--- config.mk ---
export PLATFORM = sky130hd
export DESIGN_NAME = machine_cycle_supervisor
export DESIGN_NICKNAME = d
export VERILOG_FILES = /design/src/hw/rtl/mcs_pkg.sv /design/src/hw/rtl/mcs_core.sv /design/src/hw/rtl/mcs_out_buf.sv /design/src/hw/rtl/machine_cycle_supervisor.sv
export SDC_FILE = /design/constraint.sdc
export NUM_CORES = 1
export LEC_CHECK = 0
export ABC_AREA = 1
export BUFFER_PORTS_ARGS = -buffer_cell sky130_fd_sc_hd__clkbuf_2
export CORE_MARGIN = 2
export CORE_UTILIZATION = 60
export CTS_CLUSTER_DIAMETER = 200
export CTS_CLUSTER_SIZE = 16
export DETAILED_ROUTE_END_ITERATION = 16
export GPL_ROUTABILITY_DRIVEN = 0
export HOLD_SLACK_MARGIN = 0.12
export PLACE_DENSITY = 0.8
export SKIP_CTS_REPAIR_TIMING = 1
export SLEW_MARGIN = 10
export SYNTH_ARGS = -nofsm -noshare
export SYNTH_HDL_FRONTEND = slang
export SYNTH_HIERARCHICAL = 1
export SYNTH_SLANG_ARGS = --single-unit
export TNS_END_PERCENT = 50
--- constraint.sdc ---
create_clock -name aclk -period 8.9 [get_ports aclk]
set_input_delay 0 -clock aclk [delete_from_list [all_inputs] [get_ports aclk]]
set_output_delay 0 -clock aclk [all_outputs]
set_load 0.05 [all_outputs]
--- src/hw/rtl/mcs_pkg.sv ---
// Shared types, codes and constants of the machine cycle supervisor.
package mcs_pkg;

    localparam int CNT_W = 16;
    localparam int CFG_ADDR_W = 1;

    localparam logic [CNT_W-1:0] CNT_MAX = {CNT_W{1'b1}};
    localparam logic [CNT_W-1:0] FEEDER_TIMEOUT_RST = 16'd5000;
    localparam logic [CNT_W-1:0] TEST_TIMEOUT_RST = 16'd10000;

    // Configuration register indexes.
    localparam logic [CFG_ADDR_W-1:0] CFG_FEEDER_TIMEOUT = 1'b0;
    localparam logic [CFG_ADDR_W-1:0] CFG_TEST_TIMEOUT = 1'b1;

    // Mode codes as seen on the result channel.
    localparam logic [1:0] MODE_IDLE = 2'd0;
    localparam logic [1:0] MODE_RUNNING = 2'd1;
    localparam logic [1:0] MODE_PAUSED = 2'd2;
    localparam logic [1:0] MODE_FAULT = 2'd3;

    // Fault codes.
    localparam logic [1:0] FC_NONE = 2'd0;
    localparam logic [1:0] FC_FEEDER = 2'd1;
    localparam logic [1:0] FC_TEST = 2'd2;
    localparam logic [1:0] FC_JAM = 2'd3;

    // Internal mode state, one-hot.
    typedef enum logic [3:0] {
        ST_IDLE = 4'b0001,
        ST_RUNNING = 4'b0010,
        ST_PAUSED = 4'b0100,
        ST_FAULT = 4'b1000
    } state_t;

    // One input item, last field in the lowest bit.
    typedef struct packed {
        logic pad;
        logic stacker_jam;
        logic feeder_jam;
        logic hopper_jam;
        logic tester_ready;
        logic feeder_isolated;
        logic pause_pressed;
        logic start_pressed;
    } sample_t;

    // One result item, last field in the lowest bits.
    typedef struct packed {
        logic       test_start;
        logic       feed_drive;
        logic       hopper_enable;
        logic       system_enable;
        logic [1:0] fault_code;
        logic [1:0] mode;
    } result_t;

    function automatic logic [1:0] mode_code(input state_t st);
        logic [1:0] code;
        case (st)
            ST_IDLE: code = MODE_IDLE;
            ST_RUNNING: code = MODE_RUNNING;
            ST_PAUSED: code = MODE_PAUSED;
            ST_FAULT: code = MODE_FAULT;
            default: code = MODE_IDLE;
        endcase
        return code;
    endfunction

endpackage

--- src/hw/rtl/mcs_core.sv ---
// Supervisor state registers and the per-tick update rule.
module mcs_core (
    input  logic                              aclk,
    input  logic                              aresetn,
    input  logic                              tick,
    input  mcs_pkg::sample_t                  sample,
    input  logic                              cfg_we,
    input  logic [mcs_pkg::CFG_ADDR_W-1:0]    cfg_addr,
    input  logic [mcs_pkg::CNT_W-1:0]         cfg_wdata,
    output mcs_pkg::result_t                  result
);

    logic [mcs_pkg::CNT_W-1:0] feeder_timeout_reg;
    logic [mcs_pkg::CNT_W-1:0] test_timeout_reg;

    mcs_pkg::state_t           state_reg, state_next;
    logic [1:0]                fault_reg, fault_next;
    logic                      pause_reg, pause_next;
    logic                      sys_reg, sys_next;
    logic                      hop_reg, hop_next;
    logic                      feed_reg, feed_next;
    logic                      test_reg, test_next;
    logic [mcs_pkg::CNT_W-1:0] feed_cnt_reg, feed_cnt_next;
    logic [mcs_pkg::CNT_W-1:0] test_cnt_reg, test_cnt_next;

    logic feed_fire;
    logic test_fire;
    logic jam;

    always_ff @(posedge aclk) begin
        if (!aresetn) begin
            feeder_timeout_reg <= mcs_pkg::FEEDER_TIMEOUT_RST;
            test_timeout_reg <= mcs_pkg::TEST_TIMEOUT_RST;
        end else if (cfg_we) begin
            if (cfg_addr == mcs_pkg::CFG_FEEDER_TIMEOUT) begin
                feeder_timeout_reg <= cfg_wdata;
            end
            if (cfg_addr == mcs_pkg::CFG_TEST_TIMEOUT) begin
                test_timeout_reg <= cfg_wdata;
            end
        end
    end

    always_comb begin
        jam = sample.hopper_jam | sample.feeder_jam | sample.stacker_jam;

        state_next = state_reg;
        fault_next = fault_reg;
        pause_next = pause_reg;
        sys_next = sys_reg;
        hop_next = hop_reg;
        feed_next = feed_reg;
        test_next = test_reg;
        feed_cnt_next = feed_cnt_reg;
        test_cnt_next = test_cnt_reg;

        // Counters advance and saturate unless paused.
        if (!pause_reg) begin
            if (feed_cnt_reg != mcs_pkg::CNT_MAX) begin
                feed_cnt_next = feed_cnt_reg + 1'b1;
            end
            if (test_cnt_reg != mcs_pkg::CNT_MAX) begin
                test_cnt_next = test_cnt_reg + 1'b1;
            end
        end

        // A feeder timeout drops the drives first, so the test check then
        // sees its drive low.
        feed_fire = !pause_reg && feed_reg && (feed_cnt_next > feeder_timeout_reg);
        test_fire = !pause_reg && !feed_fire && test_reg
                    && (test_cnt_next > test_timeout_reg);

        if (feed_fire || test_fire) begin
            state_next = mcs_pkg::ST_FAULT;
            fault_next = feed_fire ? mcs_pkg::FC_FEEDER : mcs_pkg::FC_TEST;
            sys_next = 1'b0;
            hop_next = 1'b0;
            feed_next = 1'b0;
            test_next = 1'b0;
        end

        case (state_next)
            mcs_pkg::ST_IDLE: begin
                if (sample.start_pressed) begin
                    sys_next = 1'b1;
                    hop_next = 1'b1;
                    state_next = mcs_pkg::ST_RUNNING;
                end
            end
            mcs_pkg::ST_RUNNING: begin
                if (sample.start_pressed) begin
                    feed_next = 1'b0;
                end
                if (sample.feeder_isolated && sample.tester_ready) begin
                    feed_next = 1'b1;
                    test_next = 1'b1;
                    feed_cnt_next = '0;
                    test_cnt_next = '0;
                end
                if (sample.pause_pressed) begin
                    state_next = mcs_pkg::ST_PAUSED;
                    pause_next = 1'b1;
                end
                if (jam) begin
                    state_next = mcs_pkg::ST_FAULT;
                    fault_next = mcs_pkg::FC_JAM;
                    sys_next = 1'b0;
                    hop_next = 1'b0;
                    feed_next = 1'b0;
                    test_next = 1'b0;
                end
            end
            mcs_pkg::ST_PAUSED: begin
                if (sample.pause_pressed) begin
                    state_next = mcs_pkg::ST_RUNNING;
                    pause_next = 1'b0;
                end
            end
            default: begin
                if (sample.start_pressed) begin
                    fault_next = mcs_pkg::FC_NONE;
                    state_next = mcs_pkg::ST_IDLE;
                end
            end
        endcase

        result.mode = mcs_pkg::mode_code(state_next);
        result.fault_code = fault_next;
        result.system_enable = sys_next;
        result.hopper_enable = hop_next;
        result.feed_drive = feed_next;
        result.test_start = test_next;
    end

    always_ff @(posedge aclk) begin
        if (!aresetn) begin
            state_reg <= mcs_pkg::ST_IDLE;
            fault_reg <= mcs_pkg::FC_NONE;
            pause_reg <= 1'b0;
            sys_reg <= 1'b0;
            hop_reg <= 1'b0;
            feed_reg <= 1'b0;
            test_reg <= 1'b0;
            feed_cnt_reg <= '0;
            test_cnt_reg <= '0;
        end else if (tick) begin
            state_reg <= state_next;
            fault_reg <= fault_next;
            pause_reg <= pause_next;
            sys_reg <= sys_next;
            hop_reg <= hop_next;
            feed_reg <= feed_next;
            test_reg <= test_next;
            feed_cnt_reg <= feed_cnt_next;
            test_cnt_reg <= test_cnt_next;
        end
    end

endmodule

--- src/hw/rtl/mcs_out_buf.sv ---
// Two-entry result buffer: an output register backed by a skid register.
module mcs_out_buf (
    input  logic             aclk,
    input  logic             aresetn,
    input  logic             push,
    input  mcs_pkg::result_t push_data,
    output logic             can_push,
    output logic             out_valid,
    input  logic             out_ready,
    output mcs_pkg::result_t out_data
);

    mcs_pkg::result_t main_reg, main_next;
    mcs_pkg::result_t skid_reg, skid_next;
    logic             main_valid_reg, main_valid_next;
    logic             skid_valid_reg, skid_valid_next;
    logic             pop;

    assign can_push = !skid_valid_reg;
    assign out_valid = main_valid_reg;
    assign out_data = main_reg;
    assign pop = main_valid_reg && out_ready;

    always_comb begin
        main_next = main_reg;
        skid_next = skid_reg;
        main_valid_next = main_valid_reg;
        skid_valid_next = skid_valid_reg;
        if (skid_valid_reg) begin
            // No push is possible while the skid register is full.
            if (pop) begin
                main_next = skid_reg;
                skid_valid_next = 1'b0;
            end
        end else if (push) begin
            if (!main_valid_reg || pop) begin
                main_next = push_data;
                main_valid_next = 1'b1;
            end else begin
                skid_next = push_data;
                skid_valid_next = 1'b1;
            end
        end else if (pop) begin
            main_valid_next = 1'b0;
        end
    end

    always_ff @(posedge aclk) begin
        main_reg <= main_next;
        skid_reg <= skid_next;
        if (!aresetn) begin
            main_valid_reg <= 1'b0;
            skid_valid_reg <= 1'b0;
        end else begin
            main_valid_reg <= main_valid_next;
            skid_valid_reg <= skid_valid_next;
        end
    end

endmodule

--- src/hw/rtl/machine_cycle_supervisor.sv ---
// Top level of the machine cycle supervisor: input channel, core and result buffer.
//
// Each input item is one millisecond tick carrying the sampled buttons and
// sensors, all active high. For every accepted item the block returns exactly
// one result item: the mode, the fault code and the four drive levels as they
// stand after that tick.
// The state update and the result are formed by short logic in the cycle the
// item is accepted, then registered in the result buffer before it reaches the
// m_ side. One item is accepted in every cycle while results are taken.
// Results pass through a two-entry buffer, so an item is still accepted while
// one finished result waits; s_tready falls only when two results are held
// and the receiver has not taken the first.
// The two timeout registers are written through cfg_we, cfg_addr and cfg_wdata,
// one write per clock, with no items in flight: a user rule the block does not check.
// During reset (aresetn low, synchronous) the mode returns to idle, the fault
// code, pause flag, drives and both elapsed-tick counters clear, the timeouts
// return to 5000 and 10000 ticks and any buffered results are dropped.
module machine_cycle_supervisor (
    input  logic                           aclk,
    input  logic                           aresetn,
    // s_tdata, from bit 0: start_pressed, pause_pressed, feeder_isolated,
    // tester_ready, hopper_jam, feeder_jam, stacker_jam, zero pad
    input  logic                           s_tvalid,
    output logic                           s_tready,
    input  logic [7:0]                     s_tdata,
    // m_tdata, from bit 0: mode[1:0], fault_code[3:2], system_enable,
    // hopper_enable, feed_drive, test_start
    output logic                           m_tvalid,
    input  logic                           m_tready,
    output logic [7:0]                     m_tdata,
    input  logic                           cfg_we,
    input  logic [mcs_pkg::CFG_ADDR_W-1:0] cfg_addr,
    input  logic [mcs_pkg::CNT_W-1:0]      cfg_wdata
);

    mcs_pkg::sample_t sample;
    mcs_pkg::result_t result;
    mcs_pkg::result_t out_data;
    logic             tick;
    logic             can_push;

    assign sample = mcs_pkg::sample_t'(s_tdata);
    assign s_tready = can_push;
    assign tick = s_tvalid && can_push;
    assign m_tdata = 8'(out_data);

    mcs_core u_core (
        .aclk      (aclk),
        .aresetn   (aresetn),
        .tick      (tick),
        .sample    (sample),
        .cfg_we    (cfg_we),
        .cfg_addr  (cfg_addr),
        .cfg_wdata (cfg_wdata),
        .result    (result)
    );

    mcs_out_buf u_out_buf (
        .aclk      (aclk),
        .aresetn   (aresetn),
        .push      (tick),
        .push_data (result),
        .can_push  (can_push),
        .out_valid (m_tvalid),
        .out_ready (m_tready),
        .out_data  (out_data)
    );

endmodule

==> load_flow_metrics.sql, run 1 <==
INSERT INTO impl_metrics (metric_group, metric, value, unit) VALUES
('power', 'leakagePower', '0.00286', 'uW'),
('cts', 'cts_root_buffer', 'sky130_fd_sc_hd__clkbuf_8', ''),
('setup_path', 'crit_buf_inv', '2', ''),
('setup_path', 'path_class', 'reg2reg', ''),
('setup_path', 'worstPathRequired', '9.04', 'ns'),
('setup_path', 'timing.critical_path.fanout_max', '7', ''),
('min_path', 'holdPathEnd', 'u_core/feeder_timeout_reg[7]', ''),
('layout', 'area.growth.synth_to_final', '10.8', '%'),
('timing', 'slew_headroom', '0.282', ''),
('setup_path', 'critical_path.top_delay_family', 'simple AND/OR/NAND/NOR gates', ''),
('floorplanning', 'floorplan.die_area', '9800', 'um2'),
('job', 'cap_violations', '0', ''),
('timing', 'finalSetupViolations', '0', ''),
('timing', 'hold_violations_final', '0', ''),
('layout', 'final_cells', '921', ''),
('placement', 'numPlacedInstances', '887', ''),
('layout', 'final_core_density', '0.688', ''),
('status', 'status', 'complete, no violations', ''),
('layout', 'diodes', '0', ''),
('placement', 'place.port_buffers', '38', ''),
('route', 'ant_nets', '0', ''),
('setup_path', 'timing.rr.start', 'u_core/feed_cnt_reg[0]', ''),
('floorplanning', 'die_h', '99.0', 'um'),
('route', 'first_pass_iters', '6', ''),
('synthesis', 'yosysWarningCount', '6', ''),
('timing', 'drv_slew', '0', ''),
('route', 'detail_route.drc_violations', '0', ''),
('setup_path', 'critPathLaunchType', 'flop', ''),
('timing', 'grt_setup_unrepaired', 'false', ''),
('timing', 'finalCritPeriodShare', '0.479', ''),
('cts', 'cts_max_path_buffers', '2', ''),
('synthesis', 'syn_inst', '765', ''),
('cts', 'clock_tree_from_tritoncts', 'yes', ''),
('timing', 'timing_worst_slew_pin_value', '1.07', 'ns'),
('global_route', 'antenna_found_initial', '0', ''),
('setup_path', 'worst-endpoint-arrival', '4.40', 'ns'),
('synthesis', 'ys_types', '40', ''),
('cts', 'clk-insertion-delay-late', '0.37', 'ns'),
('setup_path', 'biggest_cell_delay_along_the_critical_path', '0.42', 'ns'),
('power', 'irDropWorstVdd', '0.0819', 'mV'),
('setup_path', 'reg2reg_setup_slack', '4.64', 'ns'),
('floorplanning', 'core_region_area', '8720', 'um2'),
('route', 'via_per_inst', '5.45', ''),
('floorplanning', 'floorplan.initialDensity', '0.621', ''),
('synthesis', 'synth.ff_latch_count', '93', ''),
('cts', 'clkSlewWorstSetupHoldPaths', '0.10', 'ns'),
('setup_path', 'critPathMostFrequentCell', 'sky130_fd_sc_hd__nor2_1', ''),
('timing', 'finalCriticalPeriod', '4.26', 'ns'),
('route', 'routedWlPerCell', '13.4', 'um'),
('route', 'drt_total_wl', '12400', 'um'),
('global_route', 'via_count_of_the_first_global_routing_pass', '4573', ''),
('global_route', 'grt_first_pass_wirelength', '20500', 'um'),
('power', 'p_per_area', '151', 'nW/um2'),
('synthesis', 'synth_top_area_share', '0.285', ''),
('setup_path', 'reg_to_reg_endpoint', 'u_out_buf/out_data[0]', ''),
('route', 'drt-initial-drc-count', '391', ''),
('setup_path', 'timing.critical_path.slowest_stage_cell', 'sky130_fd_sc_hd__dfxtp_1', ''),
('synthesis', 'syn-mean-instance-area', '7.08', 'um2'),
('synthesis', 'synth_top_cells_by_area', 'sky130_fd_sc_hd__dfxtp_1, sky130_fd_sc_hd__nand2_1, sky130_fd_sc_hd__edfxtp_1', ''),
('layout', 'fin_nets', '872', ''),
('timing', 'max_freq', '235', 'MHz'),
('floorplanning', 'ioPinCount', '40', ''),
('placement', 'dp_hpwl', '8720', 'um'),
('global_route', 'grt_overflow', '0', ''),
('floorplanning', 'floorplan.rows', '34', ''),
('synthesis', 'ys_async_sr_fraction', '0', ''),
('synthesis', 'synth.cell_area', '5420', 'um2'),
('synthesis', 'synth_nets', '829', ''),
('synthesis', 'sequential_cell_area_fraction_in_the_yosys_report', '0.373', ''),
('route', 'routed-via-count', '5021', ''),
('setup_path', 'ff2ff_path_depth', '26', '');
[worst min-delay path: cells and delay by family]
kind,cells,cell delay [ns]
AOI/OAI and AO/OA,1,0.07
buffers and inverters,2,0.26
and+or+nand+nor,2,0.11
[power by group]
group	switching (uW)	total (uW)	internal (uW)
registers	11.7	464	452
logic	106	156	49.6
clock network	156	286	130
total	274	906	632
[layout make-up]
cell class / count / area, um2
clock buffers: 9 / 124
clock inverters: 7 / 73.8
fillers: 741 / 2720
inverters: 121 / 457
multi-input cells: 524 / 2800
flip-flops and latches: 93 / 2020
well taps: 108 / 135
repair buffers: 59 / 393
[logic make-up after synthesis]
family          after synthesis  share of synthesized area
compound gates              138                      0.137
buf+inv                     148                      0.111
simple gates                329                      0.264
fa+ha+maj                    34                     0.0785
flops                        93                      0.373
xor+xnor                     23                     0.0372
[metal layers]
metal,global-route usage,vias to the layer above,share of wire
met5,0,-,0
met4,0.0717,0,0.025
met3,0.0546,39,0.045
met2,0.425,158,0.48
met1,0.332,2286,0.45
li1,-,2538,-
[cells in the final DEF (no fill, tap or decap), types with 10 or more instances in the layout]
cell	instances
sky130_fd_sc_hd__dlygate4sd3_1	18
sky130_fd_sc_hd__nor2_1	56
sky130_fd_sc_hd__nand2_1	196
sky130_fd_sc_hd__nor3_1	14
sky130_fd_sc_hd__ha_1	34
sky130_fd_sc_hd__edfxtp_1	16
sky130_fd_sc_hd__a21oi_1	76
sky130_fd_sc_hd__nand4_1	10
sky130_fd_sc_hd__dfxtp_1	77
sky130_fd_sc_hd__xor2_1	17
sky130_fd_sc_hd__inv_1	115
sky130_fd_sc_hd__clkbuf_2	38
sky130_fd_sc_hd__o211ai_1	10
sky130_fd_sc_hd__o21ai_0	42
sky130_fd_sc_hd__nand3_1	31
[through the flow]
stage	hold slack (ns)	power [uW]	worst slack, ns	instance area (um2)
after floorplan	0.121	587	5.43	5420
after global placement	0.244	613	4.88	5620
after detailed placement	0.248	620	4.74	5620
after CTS	-0.130	905	4.72	5820
after global routing	0.133	952	4.20	6000
final	0.131	906	4.64	6000
[synth_stat cells (all sizes together), types with 2 or more instances]
cell and n:
nor3 14, clkbuf 19, buf 8, o211ai 10, nor3b 2, edfxtp 16
nand3b 2, inv 120, dfxtp 77, xnor2 6, o21ai 45, nand4 10
nand3 34, ha 34, a21oi 77, xor2 17, nand2 206, nor2 59
o21a 2
[how the worst max path moves through the flow]
stage | to | startpoint | slack, ns | cells past startpoint
2_1_floorplan | u_out_buf/out_data[0] | u_core/feed_cnt_reg[0] | 5.43 | 26
3_3_place_gp | u_out_buf/out_data[0] | u_core/feed_cnt_reg[0] | 4.88 | 26
3_5_place_dp | u_out_buf/out_data[0] | u_core/feed_cnt_reg[0] | 4.74 | 26
4_1_cts | u_out_buf/out_data[0] | u_core/feed_cnt_reg[0] | 4.72 | 26
5_1_grt | u_out_buf/out_data[1] | u_core/feed_cnt_reg[0] | 4.20 | 27
6_report | u_out_buf/out_data[0] | u_core/feed_cnt_reg[0] | 4.64 | 26
No activity file was read; power rests on OpenSTA's default activity.
==> inputs of run 2 (changes only) <==
--- a/config.mk
+++ b/config.mk
@@ -5,7 +5,7 @@
 export SDC_FILE = /design/constraint.sdc
 export NUM_CORES = 1
 export LEC_CHECK = 0
-export ABC_AREA = 1
+export ABC_AREA = 0
 export BUFFER_PORTS_ARGS = -buffer_cell sky130_fd_sc_hd__clkbuf_2
 export CORE_MARGIN = 2
 export CORE_UTILIZATION = 60
==> constraint.sdc (replaced) <==
create_clock -name aclk -period 4.2 [get_ports aclk]
set_input_delay 0 -clock aclk [delete_from_list [all_inputs] [get_ports aclk]]
set_output_delay 0 -clock aclk [all_outputs]
set_load 0.05 [all_outputs]
==> run 2 against run 1 <==
First-iteration DRC count fell by 23%. Sequential share of layout area fell by 1.1 points. Worst setup slack got worse by 4.5 ns. Die area rose by 0.96%. Sequential power rose by 110%. Non-clock buffer count rose by 22. Register-to-register slack got worse by 4.5 ns. Wire length rose by 5.1%. Critical endpoint is now u_core/test_cnt_reg[11]. Largest power group unchanged.
==> load_flow_metrics.sql, run 2 <==
INSERT INTO impl_metrics (metric_group, metric, value, unit) VALUES
('timing', 'finalCritPeriodShare', '0.964', ''),
('synthesis', 'post_synth_most_frequent_cells', 'sky130_fd_sc_hd__nand2_1, sky130_fd_sc_hd__dfxtp_1, sky130_fd_sc_hd__inv_1', ''),
('min_path', 'hold_depth', '5', ''),
('route', 'highest-signal-layer', 'met4', ''),
('floorplanning', 'ioPinCount', '40', ''),
('placement', 'dp_hpwl', '9050', 'um'),
('layout', 'fin_nets', '754', ''),
('synthesis', 'synth.cell_area', '5470', 'um2'),
('synthesis', 'sequential_cell_area_fraction_in_the_yosys_report', '0.370', ''),
('floorplanning', 'floorplan.die_area', '9900', 'um2'),
('synthesis', 'fraction_of_the_mapped_netlist_area_in_compound_gates', '0.183', ''),
('floorplanning', 'die_h', '99.5', 'um'),
('layout', 'area.growth.synth_to_final', '13.4', '%'),
('timing', 'finalCriticalPeriod', '4.05', 'ns'),
('job', 'cap_violations', '0', ''),
('cts', 'clkSlewWorstSetupHoldPaths', '0.09', 'ns'),
('floorplanning', 'die_w', '99.5', 'um'),
('synthesis', 'synth_nets', '696', ''),
('global_route', 'via_count_of_the_first_global_routing_pass', '4411', ''),
('synthesis', 'most_common_cell_in_the_netlist', 'sky130_fd_sc_hd__nand2_1', ''),
('global_route', 'grt_usage', '0.254', ''),
('synthesis', 'synth_top_family_by_area', 'simple AND/OR/NAND/NOR gates', ''),
('global_route', 'grt_max_degree', '42', ''),
('synthesis', 'ys_types', '66', ''),
('placement', 'place.port_buffers', '38', ''),
('route', 'detail_route.drc_violations', '0', ''),
('global_route', 'grt_first_pass_wirelength', '20500', 'um'),
('setup_path', 'timing.critical_path.fanout_max', '22', ''),
('placement', 'numPlacedInstances', '763', ''),
('timing', 'finalHoldWorstSlack', '0.128', 'ns'),
('power', 'leakagePower', '0.00258', 'uW'),
('cts', 'cts_buffers', '9', ''),
('placement', 'worst_setup_slack_post_dpl', '0.0622', 'ns'),
('timing', 'max_freq', '247', 'MHz'),
('power', 'p_per_area', '294', 'nW/um2'),
('route', 'routed-wl-met2', '6210', 'um'),
('setup_path', 'worstPathRequired', '4.46', 'ns'),
('floorplanning', 'core_region_area', '8760', 'um2'),
('synthesis', 'synth.area.mux_share', '0.0437', ''),
('setup_path', 'crit_path_end_kind', 'flop', ''),
('setup_path', 'critPathLaunchType', 'flop', ''),
('cts', 'cts_max_path_buffers', '2', ''),
('timing', 'finalSetupViolations', '0', ''),
('route', 'first_pass_iters', '5', ''),
('synthesis', 'syn_inst', '632', ''),
('synthesis', 'synth_top_cells_by_area', 'sky130_fd_sc_hd__dfxtp_1, sky130_fd_sc_hd__edfxtp_1, sky130_fd_sc_hd__ha_1', ''),
('route', 'drt-initial-drc-count', '301', ''),
('cts', 'cts_root_buffer', 'sky130_fd_sc_hd__clkbuf_8', ''),
('synthesis', 'fraction_of_the_mapped_netlist_area_in_adder_cells', '0.0778', ''),
('setup_path', 'ff2ff_path_depth', '15', ''),
('power', 'irDropWorstVdd', '0.151', 'mV'),
('route', 'drt_total_wl', '13000', 'um'),
('layout', 'final_core_density', '0.708', ''),
('route', 'via_per_inst', '5.92', ''),
('status', 'status', 'complete, no violations', ''),
('cts', 'clock_tree_from_tritoncts', 'yes', ''),
('setup_path', 'path_class', 'reg2reg', ''),
('synthesis', 'ys_async_sr_fraction', '0', ''),
('timing', 'slew_headroom', '0.286', ''),
('route', 'wirelength_met1', '5770', 'um'),
('timing', 'finalClockSkew', '0.0109', 'ns'),
('global_route', 'antenna_found_initial', '0', ''),
('min_path', 'classification_of_the_worst_slack_hold_path', 'in2reg', ''),
('global_route', 'grt_overflow', '0', ''),
('layout', 'fraction_of_layout_instances_using_a_drive_strength_above_1', '0.168', ''),
('route', 'ant_nets', '0', ''),
('layout', 'diodes', '0', ''),
('floorplanning', 'floorplan.rows', '34', ''),
('cts', 'clk-insertion-delay-late', '0.36', 'ns'),
('synthesis', 'synthXorXnorAreaFrac', '0.0496', ''),
('setup_path', 'worst-endpoint-arrival', '4.30', 'ns'),
('synthesis', 'synth_top_flop_cell', 'sky130_fd_sc_hd__dfxtp_1', ''),
('layout', 'most_common_cell_after_layout_fill_and_taps_aside', 'sky130_fd_sc_hd__nand2_1', ''),
('synthesis', 'synth.ff_latch_count', '93', ''),
('layout', 'finalInstanceArea', '6200', 'um2'),
('synthesis', 'synth_top_area_share', '0.282', ''),
('layout', 'fill_cells', '649', ''),
('timing', 'timing_worst_slew_pin_value', '1.06', 'ns'),
('synthesis', 'synth-edff-count', '16', ''),
('timing', 'hold_violations_final', '0', ''),
('route', 'routed-via-count', '4754', ''),
('synthesis', 'synth_simple_gate_area_share', '0.208', ''),
('layout', 'final_cells', '803', ''),
('route', 'met3RoutedLength', '677', 'um'),
('cts', 'cts_htree_levels', '3', ''),
('synthesis', 'syn-mean-instance-area', '8.66', 'um2'),
('cts', 'cts.sink_count', '93', ''),
('layout', 'final_cell_mix', 'sky130_fd_sc_hd__nand2_1, sky130_fd_sc_hd__dfxtp_1, sky130_fd_sc_hd__inv_1, sky130_fd_sc_hd__clkbuf_2, sky130_fd_sc_hd__ha_1', ''),
('synthesis', 'synth_area_leader', 'sky130_fd_sc_hd__dfxtp_1', ''),
('route', 'routedWlPerCell', '16.2', 'um'),
('placement', 'placed_cell_area', '5750', 'um2'),
('floorplanning', 'floorplan.initialDensity', '0.624', ''),
('timing', 'finalWorstSetupSlack', '0.152', 'ns'),
('synthesis', 'yosysWarningCount', '6', ''),
('timing', 'drv_slew', '0', '');
-- run 2: metrics by stage --
step | setup TNS (ns) | total power, uW
after global routing | -0.00859 | 1910
after detailed placement | 0 | 1270
after global placement | 0 | 1260
after floorplan | 0 | 1200
final | 0 | 1820
after CTS | 0 | 1810
-- run 2: power breakdown --
group | internal [uW] | switching [uW]
combinational | 114 | 189
sequential | 948 | 23.9
clock | 220 | 330
total | 1280 | 543
-- run 2: kinds of logic (layout without fill, tap and decap cells) --
| kind of cell | Yosys count | after routing |
|---|---|---|
| xor+xnor | 31 | 31 |
| compound gates | 137 | 138 |
| simple gates | 232 | 232 |
| buf+inv | 83 | 145 |
| fa+ha+maj | 34 | 34 |
| mux | 22 | 22 |
| flops | 93 | 93 |
-- run 2: worst paths after layout --
kind	slack (ns)	to	startpoint
worst max-delay path	0.15	u_core/test_cnt_reg[11]	u_core/feed_cnt_reg[5]
worst min-delay path	0.13	u_core/pause_reg	s_tdata[1]
worst max register to register	0.15	u_core/test_cnt_reg[11]	u_core/feed_cnt_reg[5]
worst min register to register	0.47	u_core/test_timeout_reg[12]	u_core/test_timeout_reg[12]
-- run 2: per-layer routing --
layer  track usage  vias to the layer above
li1              -                     2335
met1         0.342                     2262
met2         0.416                      125
met3        0.0450                       32
met4        0.0843                        0
met5             0                        -
-- run 2: critical path, cell delays in order, from the launching register on --
cell and delay (ns):
sky130_fd_sc_hd__dfxtp_1 0.42, sky130_fd_sc_hd__and3_1 0.20, sky130_fd_sc_hd__nand4_1 0.15, sky130_fd_sc_hd__o31a_1 0.37, sky130_fd_sc_hd__and3_4 0.22, sky130_fd_sc_hd__nand4_1 0.10, sky130_fd_sc_hd__xnor2_1 0.16, sky130_fd_sc_hd__ha_1 0.30
sky130_fd_sc_hd__a21oi_1 0.15, sky130_fd_sc_hd__o21ai_0 0.12, sky130_fd_sc_hd__a221o_1 0.39, sky130_fd_sc_hd__o31a_4 0.43, sky130_fd_sc_hd__buf_4 0.19, sky130_fd_sc_hd__o31a_4 0.48, sky130_fd_sc_hd__a21oi_1 0.18, sky130_fd_sc_hd__o21ai_1 0.07
-- run 2: cell type report --
type / count / area [um2] / area share
timing repair buffer: 81 / 556 / 0.0896
tap: 108 / 135 / 0.0218
sequential: 93 / 2020 / 0.326
inverter: 48 / 180 / 0.0290
clock buffer: 10 / 128 / 0.0206
clock inverter: 6 / 46.3 / 0.00746
multi-input combinational: 457 / 3130 / 0.505
==> inputs of run 3 (changes only) <==
--- a/config.mk
+++ b/config.mk
@@ -8,13 +8,13 @@
 export ABC_AREA = 0
 export BUFFER_PORTS_ARGS = -buffer_cell sky130_fd_sc_hd__clkbuf_2
 export CORE_MARGIN = 2
-export CORE_UTILIZATION = 60
+export CORE_UTILIZATION = 35
 export CTS_CLUSTER_DIAMETER = 200
 export CTS_CLUSTER_SIZE = 16
 export DETAILED_ROUTE_END_ITERATION = 16
 export GPL_ROUTABILITY_DRIVEN = 0
 export HOLD_SLACK_MARGIN = 0.12
-export PLACE_DENSITY = 0.8
+export PLACE_DENSITY = 0.52
 export SKIP_CTS_REPAIR_TIMING = 1
 export SLEW_MARGIN = 10
 export SYNTH_ARGS = -nofsm -noshare
==> constraint.sdc (replaced) <==
create_clock -name aclk -period 4.2 [get_ports aclk]
set_input_delay 0 -clock aclk [delete_from_list [all_inputs] [get_ports aclk]]
set_output_delay 0 -clock aclk [all_outputs]
set_load 0.1 [all_outputs]
==> run 3 against run 2 <==
Critical path depth unchanged. Register-to-register slack improved by 0.03 ns. Flip-flop and latch count is the same. Worst hold slack improved by 0.021 ns. Via count decreased by 3.0%. Worst setup slack better by 0.031 ns. Maximum frequency up 0.78%. Power is 23% higher. Critical path type unchanged. Critical endpoint unchanged. Largest power group unchanged.
==> load_flow_metrics.sql, run 3 (same netlist as run 2, synthesis figures left out) <==
INSERT INTO impl_metrics (metric_group, metric, value, unit) VALUES
('status', 'status', 'complete, no violations', ''),
('route', 'first_pass_iters', '5', ''),
('timing', 'finalCritPeriodShare', '0.956', ''),
('floorplanning', 'floorplan.die_area', '16600', 'um2'),
('route', 'routed-via-count', '4613', ''),
('power', 'p_per_area', '346', 'nW/um2'),
('global_route', 'via_count_of_the_first_global_routing_pass', '4332', ''),
('placement', 'placed_cell_area', '5880', 'um2'),
('setup_path', 'reg_to_reg_endpoint', 'u_core/test_cnt_reg[11]', ''),
('floorplanning', 'die_w', '129', 'um'),
('min_path', 'min-delay-start', 's_tdata[1]', ''),
('setup_path', 'reg2reg_setup_slack', '0.18', 'ns'),
('layout', 'fraction_of_layout_instances_using_a_drive_strength_above_1', '0.168', ''),
('timing', 'finalHoldWorstSlack', '0.149', 'ns'),
('setup_path', 'crit_path_end_kind', 'flop', ''),
('setup_path', 'critPathLaunchType', 'flop', ''),
('route', 'drt-initial-drc-count', '293', ''),
('placement', 'dp_hpwl', '9700', 'um'),
('job', 'cap_violations', '0', ''),
('timing', 'drv_slew', '0', ''),
('layout', 'diodes', '0', ''),
('placement', 'place.port_buffers', '38', ''),
('floorplanning', 'ioPinCount', '40', ''),
('setup_path', 'path_class', 'reg2reg', ''),
('floorplanning', 'core_region_area', '15300', 'um2'),
('cts', 'cts_htree_levels', '3', ''),
('timing', 'finalSetupViolations', '0', ''),
('setup_path', 'worstPathRequired', '4.43', 'ns'),
('timing', 'finalClockSkew', '0.00625', 'ns'),
('setup_path', 'worst-endpoint-arrival', '4.25', 'ns'),
('power', 'post-layout-total-power', '2240', 'uW'),
('layout', 'seq_area', '2020', 'um2'),
('route', 'ant_nets', '0', ''),
('floorplanning', 'floorplan.rows', '45', ''),
('layout', 'final_cell_mix', 'sky130_fd_sc_hd__nand2_1, sky130_fd_sc_hd__dfxtp_1, sky130_fd_sc_hd__inv_1, sky130_fd_sc_hd__clkbuf_2, sky130_fd_sc_hd__ha_1', ''),
('route', 'via_per_inst', '5.09', ''),
('cts', 'clk-insertion-delay-late', '0.34', 'ns'),
('setup_path', 'crit_buf_inv', '1', ''),
('global_route', 'grt_max_degree', '42', ''),
('layout', 'finalInstanceArea', '6480', 'um2'),
('setup_path', 'timing.critical_path.fanout_max', '22', ''),
('timing', 'grt_setup_unrepaired', 'false', ''),
('route', 'drt_total_wl', '13400', 'um'),
('setup_path', 'biggest_cell_delay_along_the_critical_path', '0.48', 'ns'),
('floorplanning', 'floorplan.initialDensity', '0.359', ''),
('min_path', 'hold_depth', '5', ''),
('layout', 'fill_cells', '1514', ''),
('cts', 'clkSlewWorstSetupHoldPaths', '0.07', 'ns'),
('global_route', 'antenna_found_initial', '0', ''),
('power', 'irDropWorstVdd', '0.279', 'mV'),
('layout', 'most_common_cell_after_layout_fill_and_taps_aside', 'sky130_fd_sc_hd__nand2_1', ''),
('route', 'detail_route.drc_violations', '0', ''),
('timing', 'tns_setup', '0', 'ns'),
('setup_path', 'crit_chain', 'ha_1 -> nand2_1 -> o31a_1 -> and3_4 -> nand4_1 -> xnor2_1 -> ha_1 -> a21oi_1 -> o21ai_0 -> a221o_1 -> o31a_4 -> buf_4 -> o31a_4 -> a21oi_1 -> o21ai_1', ''),
('global_route', 'grt_usage', '0.164', ''),
('timing', 'finalCriticalPeriod', '4.02', 'ns'),
('setup_path', 'critical_path.top_delay_family', 'compound AO/OA/AOI/OAI gates', ''),
('global_route', 'grt_first_pass_wirelength', '21400', 'um'),
('setup_path', 'timing.rr.start', 'u_core/feed_cnt_reg[1]', ''),
('layout', 'area.growth.synth_to_final', '18.5', '%'),
('route', 'routedWlPerCell', '14.8', 'um'),
('global_route', 'grt_overflow', '0', ''),
('cts', 'cts_max_path_buffers', '2', ''),
('timing', 'max_freq', '249', 'MHz'),
('cts', 'cts.sink_count', '93', ''),
('cts', 'clock_tree_from_tritoncts', 'yes', ''),
('timing', 'slew_headroom', '0.440', ''),
('layout', 'fin_nets', '754', ''),
('floorplanning', 'die_h', '129', 'um'),
('setup_path', 'timing.critical_path.slowest_stage_cell', 'sky130_fd_sc_hd__o31a_4', ''),
('power', 'leakagePower', '0.00266', 'uW'),
('cts', 'cts_root_buffer', 'sky130_fd_sc_hd__clkbuf_16', ''),
('setup_path', 'ff2ff_path_depth', '15', ''),
('timing', 'hold_violations_final', '0', ''),
('timing', 'timing_worst_slew_pin_value', '0.840', 'ns'),
('min_path', 'classification_of_the_worst_slack_hold_path', 'in2reg', ''),
('layout', 'multi_input_comb_area', '3120', 'um2'),
('cts', 'cts_buffers', '9', ''),
('min_path', 'holdPathEnd', 'u_core/pause_reg', '');
[run 3: area by class of cell]
class | count | share of cell area
multi-input combinational | 457 | 0.481
sequential | 93 | 0.312
timing repair buffer | 81 | 0.0857
clock buffer | 13 | 0.0425
tap | 211 | 0.0407
inverter | 48 | 0.0278
clock inverter | 3 | 0.0100
[run 3: report_power, final]
group	total [uW]	internal [uW]	switching (uW)	leakage, uW
Combinational	340	113	227	0.00171
Sequential	973	949	24.7	0.000779
Clock	929	581	348	0.000168
[run 3: how the worst max path moves through the flow]
| stage | startpoint | to | cells past startpoint |
|---|---|---|---|
| 6_report | u_core/feed_cnt_reg[1] | u_core/test_cnt_reg[11] | 15 |
| 3_5_place_dp | u_core/test_cnt_reg[3] | u_out_buf/out_data[1] | 14 |
| 4_1_cts | u_core/feed_cnt_reg[4] | u_out_buf/out_data[0] | 15 |
| 3_3_place_gp | u_core/test_cnt_reg[3] | u_out_buf/out_data[1] | 14 |
| 2_1_floorplan | u_core/feed_cnt_reg[2] | u_out_buf/out_data[0] | 16 |
| 5_1_grt | u_core/feed_cnt_reg[1] | u_core/test_cnt_reg[11] | 15 |
[run 3: metrics by stage]
stage                     instances  worst slack, ns   util
after global placement          866            0.188  0.386
after CTS                       882            0.112  0.408
after floorplan                 632            0.346      -
after detailed placement        866            0.145  0.386
after global routing            906         0.000244  0.425
final                           906            0.184  0.425
[run 3: worst register-to-register path: stages (launching register included)]
cell and delay [ns]:
sky130_fd_sc_hd__dfxtp_1 0.43, sky130_fd_sc_hd__ha_1 0.25, sky130_fd_sc_hd__nand2_1 0.09, sky130_fd_sc_hd__o31a_1 0.37
sky130_fd_sc_hd__and3_4 0.24, sky130_fd_sc_hd__nand4_1 0.10, sky130_fd_sc_hd__xnor2_1 0.17, sky130_fd_sc_hd__ha_1 0.30
sky130_fd_sc_hd__a21oi_1 0.15, sky130_fd_sc_hd__o21ai_0 0.11, sky130_fd_sc_hd__a221o_1 0.36, sky130_fd_sc_hd__o31a_4 0.39
sky130_fd_sc_hd__buf_4 0.20, sky130_fd_sc_hd__o31a_4 0.48, sky130_fd_sc_hd__a21oi_1 0.19, sky130_fd_sc_hd__o21ai_1 0.08
[run 3: metal layers]
layer  vias to the layer above  GRT usage  share of wire
met5                         -          0              0
met4                         0     0.0460         0.0099
met3                         9     0.0351          0.042
met2                       103      0.265           0.46
met1                      2167      0.222           0.48
li1                       2334          -              -
